$ cat src/nunt_pkg.sv
// Shared constants, codes and types of the nearest unvisited neighbor table.
package nunt_pkg;

  localparam int MAX_NEIGHBORS = 16;
  localparam int CITY_COUNT    = 64;
  localparam int COORD_BITS    = 16;

  localparam int ID_W   = 6;
  localparam int IDX_W  = (MAX_NEIGHBORS > 1) ? $clog2(MAX_NEIGHBORS) : 1;
  localparam int CNT_W  = $clog2(MAX_NEIGHBORS + 1);
  localparam int VIS_W  = (CITY_COUNT > 1) ? $clog2(CITY_COUNT) : 1;
  localparam int ABS_W  = COORD_BITS;
  localparam int PROD_W = 2 * COORD_BITS;
  localparam int DSQ_W  = 2 * COORD_BITS + 2;
  localparam int ROOT_W = COORD_BITS + 1;
  localparam int ADDR_W = 4;
  localparam int DATA_W = 32;

  typedef enum logic [1:0] {
    ACT_ADD   = 2'd0,
    ACT_QUERY = 2'd1,
    ACT_MARK  = 2'd2
  } action_e;

  typedef enum logic [1:0] {
    STAT_FOUND       = 2'd0,
    STAT_ALL_VISITED = 2'd1,
    STAT_EMPTY       = 2'd2
  } status_e;

  typedef enum logic [1:0] {
    REG_OWN_X  = 2'd0,
    REG_OWN_Y  = 2'd1,
    REG_OWN_ID = 2'd2
  } reg_idx_e;

  typedef struct packed {
    logic             valid;
    logic [CNT_W-1:0] pos;
    logic [ID_W-1:0]  city;
    logic [DSQ_W-1:0] dsq;
  } ins_t;

endpackage

$ cat src/nunt_table.sv
// Sorted neighbor entries with a parallel insert shift and one read port.
module nunt_table import nunt_pkg::*; (
  input  logic             clk_i,
  input  logic             rst_ni,
  input  logic [IDX_W-1:0] rd_idx_i,
  input  ins_t             ins_i,
  output logic [ID_W-1:0]  rd_city_o,
  output logic [DSQ_W-1:0] rd_dsq_o,
  output logic [CNT_W-1:0] count_o
);

  logic [ID_W-1:0]  city_q [MAX_NEIGHBORS];
  logic [DSQ_W-1:0] dsq_q  [MAX_NEIGHBORS];
  logic [CNT_W-1:0] count_q;
  logic [CNT_W-1:0] last;
  logic             full;

  assign full      = (count_q == CNT_W'(MAX_NEIGHBORS));
  assign last      = full ? CNT_W'(MAX_NEIGHBORS - 1) : count_q;
  assign rd_city_o = city_q[rd_idx_i];
  assign rd_dsq_o  = dsq_q[rd_idx_i];
  assign count_o   = count_q;

  always_ff @(posedge clk_i) begin
    if (ins_i.valid) begin
      for (int k = 0; k < MAX_NEIGHBORS; k++) begin
        if (CNT_W'(k) == ins_i.pos) begin
          city_q[k] <= ins_i.city;
          dsq_q[k]  <= ins_i.dsq;
        end else if (k > 0 && CNT_W'(k) > ins_i.pos && CNT_W'(k) <= last) begin
          city_q[k] <= city_q[(k > 0) ? k - 1 : 0];
          dsq_q[k]  <= dsq_q[(k > 0) ? k - 1 : 0];
        end
      end
    end
  end

  always_ff @(posedge clk_i or negedge rst_ni) begin
    if (!rst_ni) begin
      count_q <= '0;
    end else if (ins_i.valid && !full) begin
      count_q <= count_q + CNT_W'(1);
    end
  end

endmodule

$ cat src/nunt_sqrt.sv
// Iterative floor square root, one result bit per cycle.
module nunt_sqrt import nunt_pkg::*; (
  input  logic              clk_i,
  input  logic              rst_ni,
  input  logic              start_i,
  input  logic [DSQ_W-1:0]  rad_i,
  output logic              busy_o,
  output logic [ROOT_W-1:0] root_o
);

  localparam int SCNT_W = $clog2(ROOT_W + 1);

  logic [DSQ_W-1:0]  n_q;
  logic [ROOT_W+1:0] rem_q;
  logic [ROOT_W-1:0] root_q;
  logic [SCNT_W-1:0] cnt_q;
  logic              busy_q;
  logic [ROOT_W+1:0] rem_sh;
  logic [ROOT_W+1:0] trial;
  logic              ge;

  assign rem_sh = {rem_q[ROOT_W-1:0], n_q[DSQ_W-1 -: 2]};
  assign trial  = {root_q, 2'b01};
  assign ge     = (rem_sh >= trial);
  assign busy_o = busy_q;
  assign root_o = root_q;

  always_ff @(posedge clk_i or negedge rst_ni) begin
    if (!rst_ni) begin
      busy_q <= 1'b0;
      cnt_q  <= '0;
      n_q    <= '0;
      rem_q  <= '0;
      root_q <= '0;
    end else if (start_i) begin
      busy_q <= 1'b1;
      cnt_q  <= SCNT_W'(ROOT_W);
      n_q    <= rad_i;
      rem_q  <= '0;
      root_q <= '0;
    end else if (busy_q) begin
      n_q    <= n_q << 2;
      rem_q  <= ge ? (rem_sh - trial) : rem_sh;
      root_q <= {root_q[ROOT_W-2:0], ge};
      cnt_q  <= cnt_q - SCNT_W'(1);
      if (cnt_q == SCNT_W'(1)) begin
        busy_q <= 1'b0;
      end
    end
  end

endmodule

$ cat src/nearest_unvisited_neighbor_table.sv
// Top level: config port, sequencer, shared squarer, visited bitmap and result register.
//
// Keeps one city's neighbors sorted by squared distance and a 64-bit visited
// bitmap. One item is in work at a time; in_ready_o is high only while the
// sequencer is idle. A mark, an ignored add or an unknown action is done in
// the idle state. An add squares dx then dy on the single squarer, then scans
// the entries in a one-entry-per-cycle position scan to find its slot; the
// insert shift itself is done in parallel. A query scans the entries in order
// to find an unvisited neighbor, then runs the bit-serial square root when
// one is found. The result register frees the input side while a result
// waits to be taken.
module nearest_unvisited_neighbor_table import nunt_pkg::*; (
  input  logic                   clk_i,
  input  logic                   rst_ni,
  input  logic                   psel,
  input  logic                   penable,
  input  logic                   pwrite,
  input  logic [ADDR_W-1:0]      paddr,
  input  logic [DATA_W-1:0]      pwdata,
  output logic [DATA_W-1:0]      prdata,
  output logic                   pready,
  input  logic                   in_valid_i,
  output logic                   in_ready_o,
  input  logic [1:0]             action_i,
  input  logic [ID_W-1:0]        city_id_i,
  input  logic signed [COORD_BITS-1:0] city_x_i,
  input  logic signed [COORD_BITS-1:0] city_y_i,
  input  logic                   visit_value_i,
  output logic                   out_valid_o,
  input  logic                   out_ready_i,
  output logic [1:0]             query_status_o,
  output logic [ID_W-1:0]        neighbor_id_o,
  output logic [ROOT_W-1:0]      neighbor_distance_o
);

  typedef enum logic [2:0] {
    S_IDLE,
    S_SQ_X,
    S_SQ_Y,
    S_ADD_SCAN,
    S_Q_SCAN,
    S_SQRT,
    S_RESULT
  } state_e;

  state_e                 state_q;
  logic [COORD_BITS-1:0]  own_x_q;
  logic [COORD_BITS-1:0]  own_y_q;
  logic [ID_W-1:0]        own_id_q;
  logic [ID_W-1:0]        id_q;
  logic [COORD_BITS-1:0]  x_q;
  logic [COORD_BITS-1:0]  y_q;
  logic [DSQ_W-1:0]       acc_q;
  logic [CNT_W-1:0]       idx_q;
  logic [CITY_COUNT-1:0]  vmap_q;
  logic [1:0]             res_status_q;
  logic [ID_W-1:0]        res_id_q;
  logic [ROOT_W-1:0]      res_dist_q;
  logic                   out_valid_q;
  logic [1:0]             out_status_q;
  logic [ID_W-1:0]        out_id_q;
  logic [ROOT_W-1:0]      out_dist_q;

  logic [COORD_BITS:0]    diff;
  logic [ABS_W-1:0]       mag;
  logic [PROD_W-1:0]      prod;
  logic [ID_W-1:0]        rd_city;
  logic [DSQ_W-1:0]       rd_dsq;
  logic [CNT_W-1:0]       count;
  logic                   rd_in_range;
  logic [VIS_W-1:0]       rd_vidx;
  logic                   rd_visited;
  logic                   in_in_range;
  logic [VIS_W-1:0]       in_vidx;
  logic                   scan_end;
  logic                   found;
  logic                   out_free;
  logic                   cfg_wr;
  logic [31:0]            rd_city_w;
  logic [31:0]            in_id_w;
  ins_t                   ins;
  logic                   sqrt_busy;
  logic [ROOT_W-1:0]      sqrt_root;

  assign pready     = 1'b1;
  assign cfg_wr     = psel && penable && pwrite;
  assign in_ready_o = (state_q == S_IDLE);
  assign out_free   = !out_valid_q || out_ready_i;

  always_comb begin
    prdata = '0;
    unique case (paddr[ADDR_W-1:2])
      REG_OWN_X:  prdata = DATA_W'({{(DATA_W-COORD_BITS){own_x_q[COORD_BITS-1]}}, own_x_q});
      REG_OWN_Y:  prdata = DATA_W'({{(DATA_W-COORD_BITS){own_y_q[COORD_BITS-1]}}, own_y_q});
      REG_OWN_ID: prdata = DATA_W'(own_id_q);
      default:    prdata = '0;
    endcase
  end

  always_comb begin
    if (state_q == S_SQ_X) begin
      diff = {x_q[COORD_BITS-1], x_q} - {own_x_q[COORD_BITS-1], own_x_q};
    end else begin
      diff = {y_q[COORD_BITS-1], y_q} - {own_y_q[COORD_BITS-1], own_y_q};
    end
    mag  = diff[COORD_BITS] ? ABS_W'(-diff) : ABS_W'(diff);
    prod = PROD_W'(mag) * PROD_W'(mag);
  end

  assign rd_city_w   = 32'(rd_city);
  assign rd_in_range = (rd_city_w < 32'(CITY_COUNT));
  assign rd_vidx     = rd_city_w[VIS_W-1:0];
  assign rd_visited  = rd_in_range && vmap_q[rd_vidx];
  assign in_id_w     = 32'(city_id_i);
  assign in_in_range = (in_id_w < 32'(CITY_COUNT));
  assign in_vidx     = in_id_w[VIS_W-1:0];
  assign scan_end    = (idx_q == count);
  assign found       = (state_q == S_Q_SCAN) && !scan_end && !rd_visited;

  always_comb begin
    ins.valid = (state_q == S_ADD_SCAN) && (scan_end || acc_q <= rd_dsq)
                && (idx_q != CNT_W'(MAX_NEIGHBORS));
    ins.pos   = idx_q;
    ins.city  = id_q;
    ins.dsq   = acc_q;
  end

  nunt_table u_table (
    .clk_i     (clk_i),
    .rst_ni    (rst_ni),
    .rd_idx_i  (idx_q[IDX_W-1:0]),
    .ins_i     (ins),
    .rd_city_o (rd_city),
    .rd_dsq_o  (rd_dsq),
    .count_o   (count)
  );

  nunt_sqrt u_sqrt (
    .clk_i   (clk_i),
    .rst_ni  (rst_ni),
    .start_i (found),
    .rad_i   (rd_dsq),
    .busy_o  (sqrt_busy),
    .root_o  (sqrt_root)
  );

  always_ff @(posedge clk_i or negedge rst_ni) begin
    if (!rst_ni) begin
      state_q      <= S_IDLE;
      own_x_q      <= '0;
      own_y_q      <= '0;
      own_id_q     <= '0;
      id_q         <= '0;
      x_q          <= '0;
      y_q          <= '0;
      acc_q        <= '0;
      idx_q        <= '0;
      vmap_q       <= '0;
      res_status_q <= '0;
      res_id_q     <= '0;
      res_dist_q   <= '0;
      out_valid_q  <= 1'b0;
      out_status_q <= '0;
      out_id_q     <= '0;
      out_dist_q   <= '0;
    end else begin
      if (cfg_wr) begin
        unique case (paddr[ADDR_W-1:2])
          REG_OWN_X:  own_x_q  <= pwdata[COORD_BITS-1:0];
          REG_OWN_Y:  own_y_q  <= pwdata[COORD_BITS-1:0];
          REG_OWN_ID: own_id_q <= pwdata[ID_W-1:0];
          default: ;
        endcase
      end

      out_valid_q <= ((state_q == S_RESULT) && out_free) || (out_valid_q && !out_ready_i);

      unique case (state_q)
        S_IDLE: begin
          if (in_valid_i) begin
            id_q  <= city_id_i;
            x_q   <= city_x_i;
            y_q   <= city_y_i;
            idx_q <= '0;
            unique case (action_i)
              ACT_ADD: begin
                if (city_id_i != own_id_q) begin
                  state_q <= S_SQ_X;
                end
              end
              ACT_QUERY: begin
                res_id_q   <= '0;
                res_dist_q <= '0;
                if (count == '0) begin
                  res_status_q <= STAT_EMPTY;
                  state_q      <= S_RESULT;
                end else begin
                  state_q <= S_Q_SCAN;
                end
              end
              ACT_MARK: begin
                if (in_in_range) begin
                  vmap_q[in_vidx] <= visit_value_i;
                end
              end
              default: ;
            endcase
          end
        end
        S_SQ_X: begin
          acc_q   <= DSQ_W'(prod);
          state_q <= S_SQ_Y;
        end
        S_SQ_Y: begin
          acc_q   <= acc_q + DSQ_W'(prod);
          state_q <= S_ADD_SCAN;
        end
        S_ADD_SCAN: begin
          if (scan_end || acc_q <= rd_dsq) begin
            state_q <= S_IDLE;
          end else begin
            idx_q <= idx_q + CNT_W'(1);
          end
        end
        S_Q_SCAN: begin
          if (scan_end) begin
            res_status_q <= STAT_ALL_VISITED;
            state_q      <= S_RESULT;
          end else if (!rd_visited) begin
            if (rd_in_range) begin
              vmap_q[rd_vidx] <= 1'b1;
            end
            res_status_q <= STAT_FOUND;
            res_id_q     <= rd_city;
            state_q      <= S_SQRT;
          end else begin
            idx_q <= idx_q + CNT_W'(1);
          end
        end
        S_SQRT: begin
          if (!sqrt_busy) begin
            res_dist_q <= sqrt_root;
            state_q    <= S_RESULT;
          end
        end
        S_RESULT: begin
          if (out_free) begin
            out_status_q <= res_status_q;
            out_id_q     <= res_id_q;
            out_dist_q   <= res_dist_q;
            state_q      <= S_IDLE;
          end
        end
        default: state_q <= S_IDLE;
      endcase
    end
  end

  assign out_valid_o         = out_valid_q;
  assign query_status_o      = out_status_q;
  assign neighbor_id_o       = out_id_q;
  assign neighbor_distance_o = out_dist_q;

endmodule
$ cat config.mk
export PLATFORM = sky130hd
export DESIGN_NAME = nearest_unvisited_neighbor_table
export DESIGN_NICKNAME = d
export VERILOG_FILES = /design/src/nunt_pkg.sv /design/src/nunt_table.sv /design/src/nunt_sqrt.sv /design/src/nearest_unvisited_neighbor_table.sv
export SDC_FILE = /design/constraint.sdc
export NUM_CORES = 2
export LEC_CHECK = 0
export ABC_AREA = 0
export BUFFER_PORTS_ARGS = -buffer_cell sky130_fd_sc_hd__buf_2
export CAP_MARGIN = 5
export CORE_ASPECT_RATIO = 1.5
export CORE_MARGIN = 5
export CORE_UTILIZATION = 60
export CTS_CLUSTER_DIAMETER = 30
export CTS_CLUSTER_SIZE = 20
export DETAILED_ROUTE_END_ITERATION = 7
export GPL_TIMING_DRIVEN = 0
export PLACE_DENSITY = 0.8
export REMOVE_ABC_BUFFERS = 1
export SYNTH_ARGS = -nofsm -noshare
export SYNTH_HDL_FRONTEND = slang
export SYNTH_SLANG_ARGS = --single-unit
$ cat constraint.sdc
create_clock -name clk_i -period 13.4 [get_ports clk_i]
set_clock_uncertainty 0.1 [all_clocks]
set_input_delay 2.01 -clock clk_i [delete_from_list [all_inputs] [get_ports clk_i]]
set_output_delay 2.01 -clock clk_i [all_outputs]
set_load 0.01 [all_outputs]
# Yosys cells after proc, flatten, opt, wreduce, memory -nomap -nowiden

Memory sizes are Yosys's and may differ from the RTL's.
Index checks and enable logic that the tools add are counted.

Memory bits (writable): 640
Input port bits: 84
Memories kept: 2
Output and inout port bits: 60
Bits in registers: 312

Memories:

| name           | depth | bits a word | read ports | clocked after Yosys merged registers in | write ports | RTL line         | source |
|---|---|---|---|---|---|---|---|
| u_table.dsq_q  | 16    | 34          | 16         | 0                                       | 16          | nunt_table.sv:13 | `logic [DSQ_W-1:0] dsq_q [MAX_NEIGHBORS];` |
| u_table.city_q | 16    | 6           | 16         | 0                                       | 16          | nunt_table.sv:12 | `logic [ID_W-1:0] city_q [MAX_NEIGHBORS];` |

Bitwise operators: 31
Mux-type cells: 199
Add/sub/neg operators: 8
$lt $le $gt $ge: 38
Reduce and logical (&&, ||, !) cells: 56
Equality and inequality tests: 46
$mul: 1

Operators by type and width:

| kind                 | count |
|---|---|
| $mux W34             | 17 |
| $mux W64             | 6 |
| $mux W17             | 9 |
| $pmux W64 S2         | 1 |
| $mux W1              | 114 |
| $mux W6              | 19 |
| $pmux W32 S3         | 1 |
| $pmux W34 S2         | 1 |
| $bwmux W64           | 1 |
| $or A64 B64 Y64      | 1 |
| $eq A4 B5 Y1 const A | 8 |
| $gt A4 B5 Y1 const A | 8 |
| $le A4 B5 Y1 const A | 8 |
| $mux W5              | 7 |
| $add A34 B32 Y34     | 1 |
| $le A34 B34 Y1       | 1 |
| $pmux W17 S2         | 1 |
| $sub A16 B16 Y17     | 2 |
| $mul A16 B16 Y32     | 1 |
| $or A1 B1 Y1         | 30 |
| $lt A6 B7 Y1 const B | 4 |
| $logic_and A1 B1 Y1  | 27 |
| $mux W3              | 7 |
| $pmux W3 S7          | 1 |
| 48 further kinds     | 103 |

# Depth between registers and ports, before layout

An unclocked memory read counts as a cell.

Depth in word-level cells: 10
Depth in mapped cells: 52
Gate-level depth less buffers: 50

# Hierarchy

A second synthesis with hierarchy kept.

Cell total of the unflattened synthesis: 5026
Area total of the unflattened synthesis: 60076.4 um^2

Modules (own cells, without submodules):

| module                           | area each (um^2) | cells an instance | times used |
|---|---|---|---|
| nunt_table                       | 31984.4          | 1793              | 1 |
| nearest_unvisited_neighbor_table | 23731.5          | 2765              | 1 |
| nunt_sqrt                        | 4360.4           | 468               | 1 |

# Worst setup path before layout

Ideal clock, no wire load.

Path kind: register to register
Start point: register own_x_q[2]
End point: register acc_q[32]
Stages on the path, launching flop included: 41
Arrival: 10.320 ns
Setup slack: 2.901 ns
Path through: dfrtp_1 > inv_1 > ha_1 > nor2b_1 > o31a_1 > o31ai_1 > nand3_1 > a41o_1 > a2111oi_0 > o32ai_1 > clkbuf_1 > a41o_1 > xor2_1 > clkinv_1 > fa_1 > fa_1 > inv_1 > fa_1 > [... 5 more ...] > ha_1 > and4_1 > and3_1 > a211oi_1 > o21bai_1 > a21oi_1 > xnor2_1 > ha_1 > and3_1 > nand2_1 > o21ai_0 > o2111ai_1 > a21boi_0 > nor3b_1 > o21ai_0 > a31oi_1 > o22ai_1 > mux2i_1

Cells in the longest elaborated chain, start to end: 7

Ends and longest elaborated chain:

| item                   | RTL line                                | source |
|---|---|---|
| start, declared        | nearest_unvisited_neighbor_table.sv:47  | `logic [COORD_BITS-1:0] own_x_q;` |
| start signal, assigned | nearest_unvisited_neighbor_table.sv:169 | `REG_OWN_X: own_x_q <= pwdata[COORD_BITS-1:0];` |
| $sub A16 B16 Y17 *     | nearest_unvisited_neighbor_table.sv:102 | `diff = {x_q[COORD_BITS-1], x_q} - {own_x_q[COORD_BITS-1], own_x_q};` |
| $mux W17 *             | nearest_unvisited_neighbor_table.sv:101 | `if (state_q == S_SQ_X) begin` |
| $neg A16 Y16           | nearest_unvisited_neighbor_table.sv:106 | `mag = diff[COORD_BITS] ? ABS_W'(-diff) : ABS_W'(diff);` |
| $mux W16 *             | nearest_unvisited_neighbor_table.sv:106 |  |
| $mul A16 B16 Y32 *     | nearest_unvisited_neighbor_table.sv:107 | `prod = PROD_W'(mag) * PROD_W'(mag);` |
| $add A34 B32 Y34 *     | nearest_unvisited_neighbor_table.sv:215 | `acc_q <= acc_q + DSQ_W'(prod);` |
| $pmux W34 S2 *         | nearest_unvisited_neighbor_table.sv:178 | `unique case (state_q)` |
| end signal, assigned   | nearest_unvisited_neighbor_table.sv:211 | `acc_q <= DSQ_W'(prod);` |
| end signal, assigned   | nearest_unvisited_neighbor_table.sv:215 |  |
| end, declared          | nearest_unvisited_neighbor_table.sv:53  | `logic [DSQ_W-1:0] acc_q;` |

Every way passes the cells marked *; elsewhere a longest branch is shown, timed or not.
A chain may end at the register's enable or synchronous reset.

# Worst setup path after layout

Start point: register state_q[2]
End point: register acc_q[32]

Cells in the longest elaborated chain, start to end: 7
Elaborated cells between the ends (all ways): 9
Classes of those cells: 2 x add/sub; 1 x mul; 2 x eq/ne; 3 x mux; 1 x reduce/logical

Ends and longest elaborated chain:

| item                   | RTL line                                                                         | source |
|---|---|---|
| start, declared        | nearest_unvisited_neighbor_table.sv:46                                           | `state_e state_q;` |
| start signal, assigned | nearest_unvisited_neighbor_table.sv:149                                          | `state_q <= S_IDLE;` |
| start signal, assigned | nearest_unvisited_neighbor_table.sv:188                                          | `state_q <= S_SQ_X;` |
| start signal, assigned | nearest_unvisited_neighbor_table.sv:196                                          | `state_q <= S_RESULT;` |
| $eq A3 B1 Y1           | nearest_unvisited_neighbor_table.sv:101, nearest_unvisited_neighbor_table.sv:178 |  |
| $mux W17               | nearest_unvisited_neighbor_table.sv:101                                          |  |
| $neg A16 Y16           | nearest_unvisited_neighbor_table.sv:106                                          |  |
| $mux W16               | nearest_unvisited_neighbor_table.sv:106                                          |  |
| $mul A16 B16 Y32       | nearest_unvisited_neighbor_table.sv:107                                          |  |
| $add A34 B32 Y34       | nearest_unvisited_neighbor_table.sv:215                                          |  |
| $pmux W34 S2           | nearest_unvisited_neighbor_table.sv:178                                          |  |

Parallel ways exist; a longest one is shown, timed or not.

==> results by group <==
Status
  – Status: complete, no violations

Floorplan
  – Die Area: 104000 um2
  – Core Box Area: 97200 um2
  – Initial cell density of the core: 60.4%
  – FP Rows: 140
  – Die Y: 393 um
  – Boundary Pins: 144
  – Die span in x: 265 um

Finish
  – Synth-to-layout area growth: 13.7%
  – Fillers: 6377
  – Area of the multi-input gates: 29500 um2
  – Share of layout cells above drive strength 1: 28.5%
  – Nets@finish: 5314
  – Sequential cell area: 27000 um2

Clocking
  – Clk root buf: clkbuf_16
  – CTS tree: done
  – Clk Latency, worst-skew pair: 0.77 ns
  – H-tree levels: 4
  – Setup Fix Bufs, Post-CTS: 0
  – Deepest clock path buffer count: 3
  – Clock sinks: 952
  – Reg clk slew, reported paths: 0.06 ns
  – CTS buffer count: 139

Placement
  – Post-detail-place hpwl: 112 mm
  – Number of port buffers: 124
  – Routability cong.: 0.942

Setup path
  – Worst path bufs/invs: 6
  – CP max stage delay: 0.62 ns
  – WS Path Type: flip-flop to flip-flop
  – Worst EP required: 13.96 ns
  – Setup crit start kind: flip-flop
  – Slowest cell on crit path: dfrtp_1
  – Element type at the critical path end: flip-flop
  – Arr. time, crit path: 13.16 ns
  – Crit-path max FO: 28
  – Family with the most delay on the worst path: adder cells

Run
  – MaxCap Viol Count: 0

Timing
  – Worst Tran Pin Value: 1.38 ns
  – Max_slew headroom: 7.67%
  – Fmax: 79.3 MHz
  – Endpoints failing setup: 0
  – Final period util: 94.1%
  – Final Max Tran Viols: 0
  – Final min period: 12.61 ns
  – RSZ-0062 raised after global routing: false
  – Final Hold Fails: 0
  – Hold Slack: 0.386 ns

Route
  – Detail Route Antenna Nets: 0
  – Initial DRC count: 5309
  – Total Wirelength: 173 mm
  – Drt wl/cell: 27.7 um
  – Vias per cell: 6.85
  – DRT Pass-1 Iters: 8
  – Vias: 42766
  – DRC: 0

Yosys
  – Dominant synthesized flop cell: edfxtp_1
  – Top area cells in the synthesized netlist: edfxtp_1, dfrtp_1, mux2_2, mux4_2, fa_1
  – Cell taking the most area after synthesis: edfxtp_1
  – Avg Synthesized Cell Area: 12.3 um2
  – YS warnings: 0
  – Synth async-reset ratio: 32.8%
  – Sequential fraction of the synthesis area: 46.0%
  – Synth Instances: 4785
  – Commonest cells post-synth: mux2_2, edfxtp_1, inv_1
  – Top-area cell type share of the netlist area: 32.7%
  – Most numerous cell in the Yosys netlist: mux2_2
  – Post-synth EDFFs: 640
  – Seq cells post-synth: 952
  – Cell variety after synth: 93
  – Synthesized area: 58700 um2

GRT
  – First-pass GRT wire length: 264 mm
  – Overflow left after global routing: 0
  – Overall Global Routing Usage: 33.1%
  – Antenna violations before repair: 6
  – Vias in the first global route: 45085
  – Largest net degree at the start of global routing: 114

Min path
  – Worst Hold Class: flip-flop to flip-flop
timing repair:
item	CTS	global route
gates resized for setup	3	22
hold buffers	0	0
pin swaps	0	0
setup endpoints to repair	2	11
flip-flops by register name (all words and copies together), names as in the netlist, 16 cells and up:
signal / cells
x_q: 16
own_x_q: 16
u_table.dsq_q: 544
acc_q: 34
res_dist_q: 17
u_sqrt.root_o: 17
u_table.city_q: 96
u_sqrt.n_q: 34
u_sqrt.rem_q: 17
vmap_q: 64
y_q: 16
neighbor_distance_o: 17
own_y_q: 16
area by class of cell:
class / count / area share (%)
multi-input cells: 3166 / 44.2
flip-flops and latches: 952 / 40.5
clock buffers: 157 / 5.48
repair buffers: 221 / 3.46
well taps: 1278 / 2.40
inverters: 363 / 2.07
clock inverters: 101 / 1.84
diodes: 5 / 0.0187
placed cells by master, fill, tap and decap left out, types with 14 or more instances in the layout:
master      Yosys  final
mux2_2        654    654
edfxtp_1      640    640
inv_1         355    353
nand2_1       336    331
dfrtp_1       312    307
a21oi_1       275    272
nor2_1        271    266
ha_1          225    225
mux4_2        192    192
fa_1          162    162
clkbuf_16       0    141
o21ai_0       127    125
buf_2          21    123
mux2i_1        90     90
xnor2_1        82     79
o22ai_1        64     64
nand3_1        62     61
a21o_1         59     59
nor3_1         52     47
nand2b_1       32     32
xor2_1         41     32
a31oi_1        31     30
nor2b_1        26     26
o21a_1         24     24
buf_16          0     24
a22o_1         23     23
nand4_1        22     22
inv_6           0     22
a211oi_1       24     21
buf_6           3     21
buf_8           0     20
buf_12          0     20
a22oi_1        19     19
o211ai_1       18     18
clkinvlp_4      0     18
and3_1         17     16
o21bai_1       17     16
clkinv_4        0     14
clkinv_2        0     14
bufinv_16       0     14
metrics by stage:
stage	instance area [um2]	utilization (%)	std cells	setup TNS, ns	setup WS (ns)
6_report	66700	68.7	6243	0	0.793
3_5_place_dp	61700	63.4	5978	-0.208	-0.190
4_1_cts	66600	68.5	6236	0	0.0238
3_3_place_gp	59700	61.4	5883	-6722.89	-13.63
2_1_floorplan	57400	-	4481	-63.37	-0.817
5_1_grt	66700	68.6	6238	0	0.0288
worst min-delay path: cells and delay by family, from the launching register on:
kind / cells / cell delay, ns
DFF: 1 / 0.35
and+or+nand+nor: 2 / 0.10
final timing paths:
| check | startpoint | to | slack (ns) | cells past startpoint |
|---|---|---|---|---|
| worst max-delay path | state_q[2]$_DFFE_PN0P_ | acc_q[32]$_DFFE_PN0P_ | 0.79 | 41 |
| worst min-delay path | x_q[8]$_DFFE_PN0P_ | x_q[8]$_DFFE_PN0P_ | 0.39 | 2 |
| worst max register to register | state_q[2]$_DFFE_PN0P_ | acc_q[32]$_DFFE_PN0P_ | 0.79 | 41 |
| worst min register to register | x_q[8]$_DFFE_PN0P_ | x_q[8]$_DFFE_PN0P_ | 0.39 | 2 |
| max in group asynchronous | rst_ni | y_q[3]$_DFFE_PN0P_ | 10.84 | 2 |
| min in group asynchronous | rst_ni | vmap_q[28]$_DFFE_PN0P_ | 1.21 | 1 |
logic make-up (layout without fill, tap and decap cells):
group	after synthesis	after routing	share of synthesized area, %
flops	952	952	46.0
mux	936	936	21.4
simple gates	917	917	7.17
compound gates	800	800	8.68
buf+inv	667	842	4.48
fa+ha+maj	388	388	10.3
xor+xnor	124	124	1.86
other cells	1	6	0.00639
per-layer routing:
| layer | track usage (%) | routed length (um) |
|---|---|---|
| met5 | 0 | 21 |
| met2 | 56.0 | 85000 |
| met3 | 7.51 | 17800 |
| met1 | 37.8 | 56300 |
| met4 | 21.8 | 13800 |
Power is not shown: default switching activity piles up to over one toggle a cycle in this logic, so the estimate is an artifact.
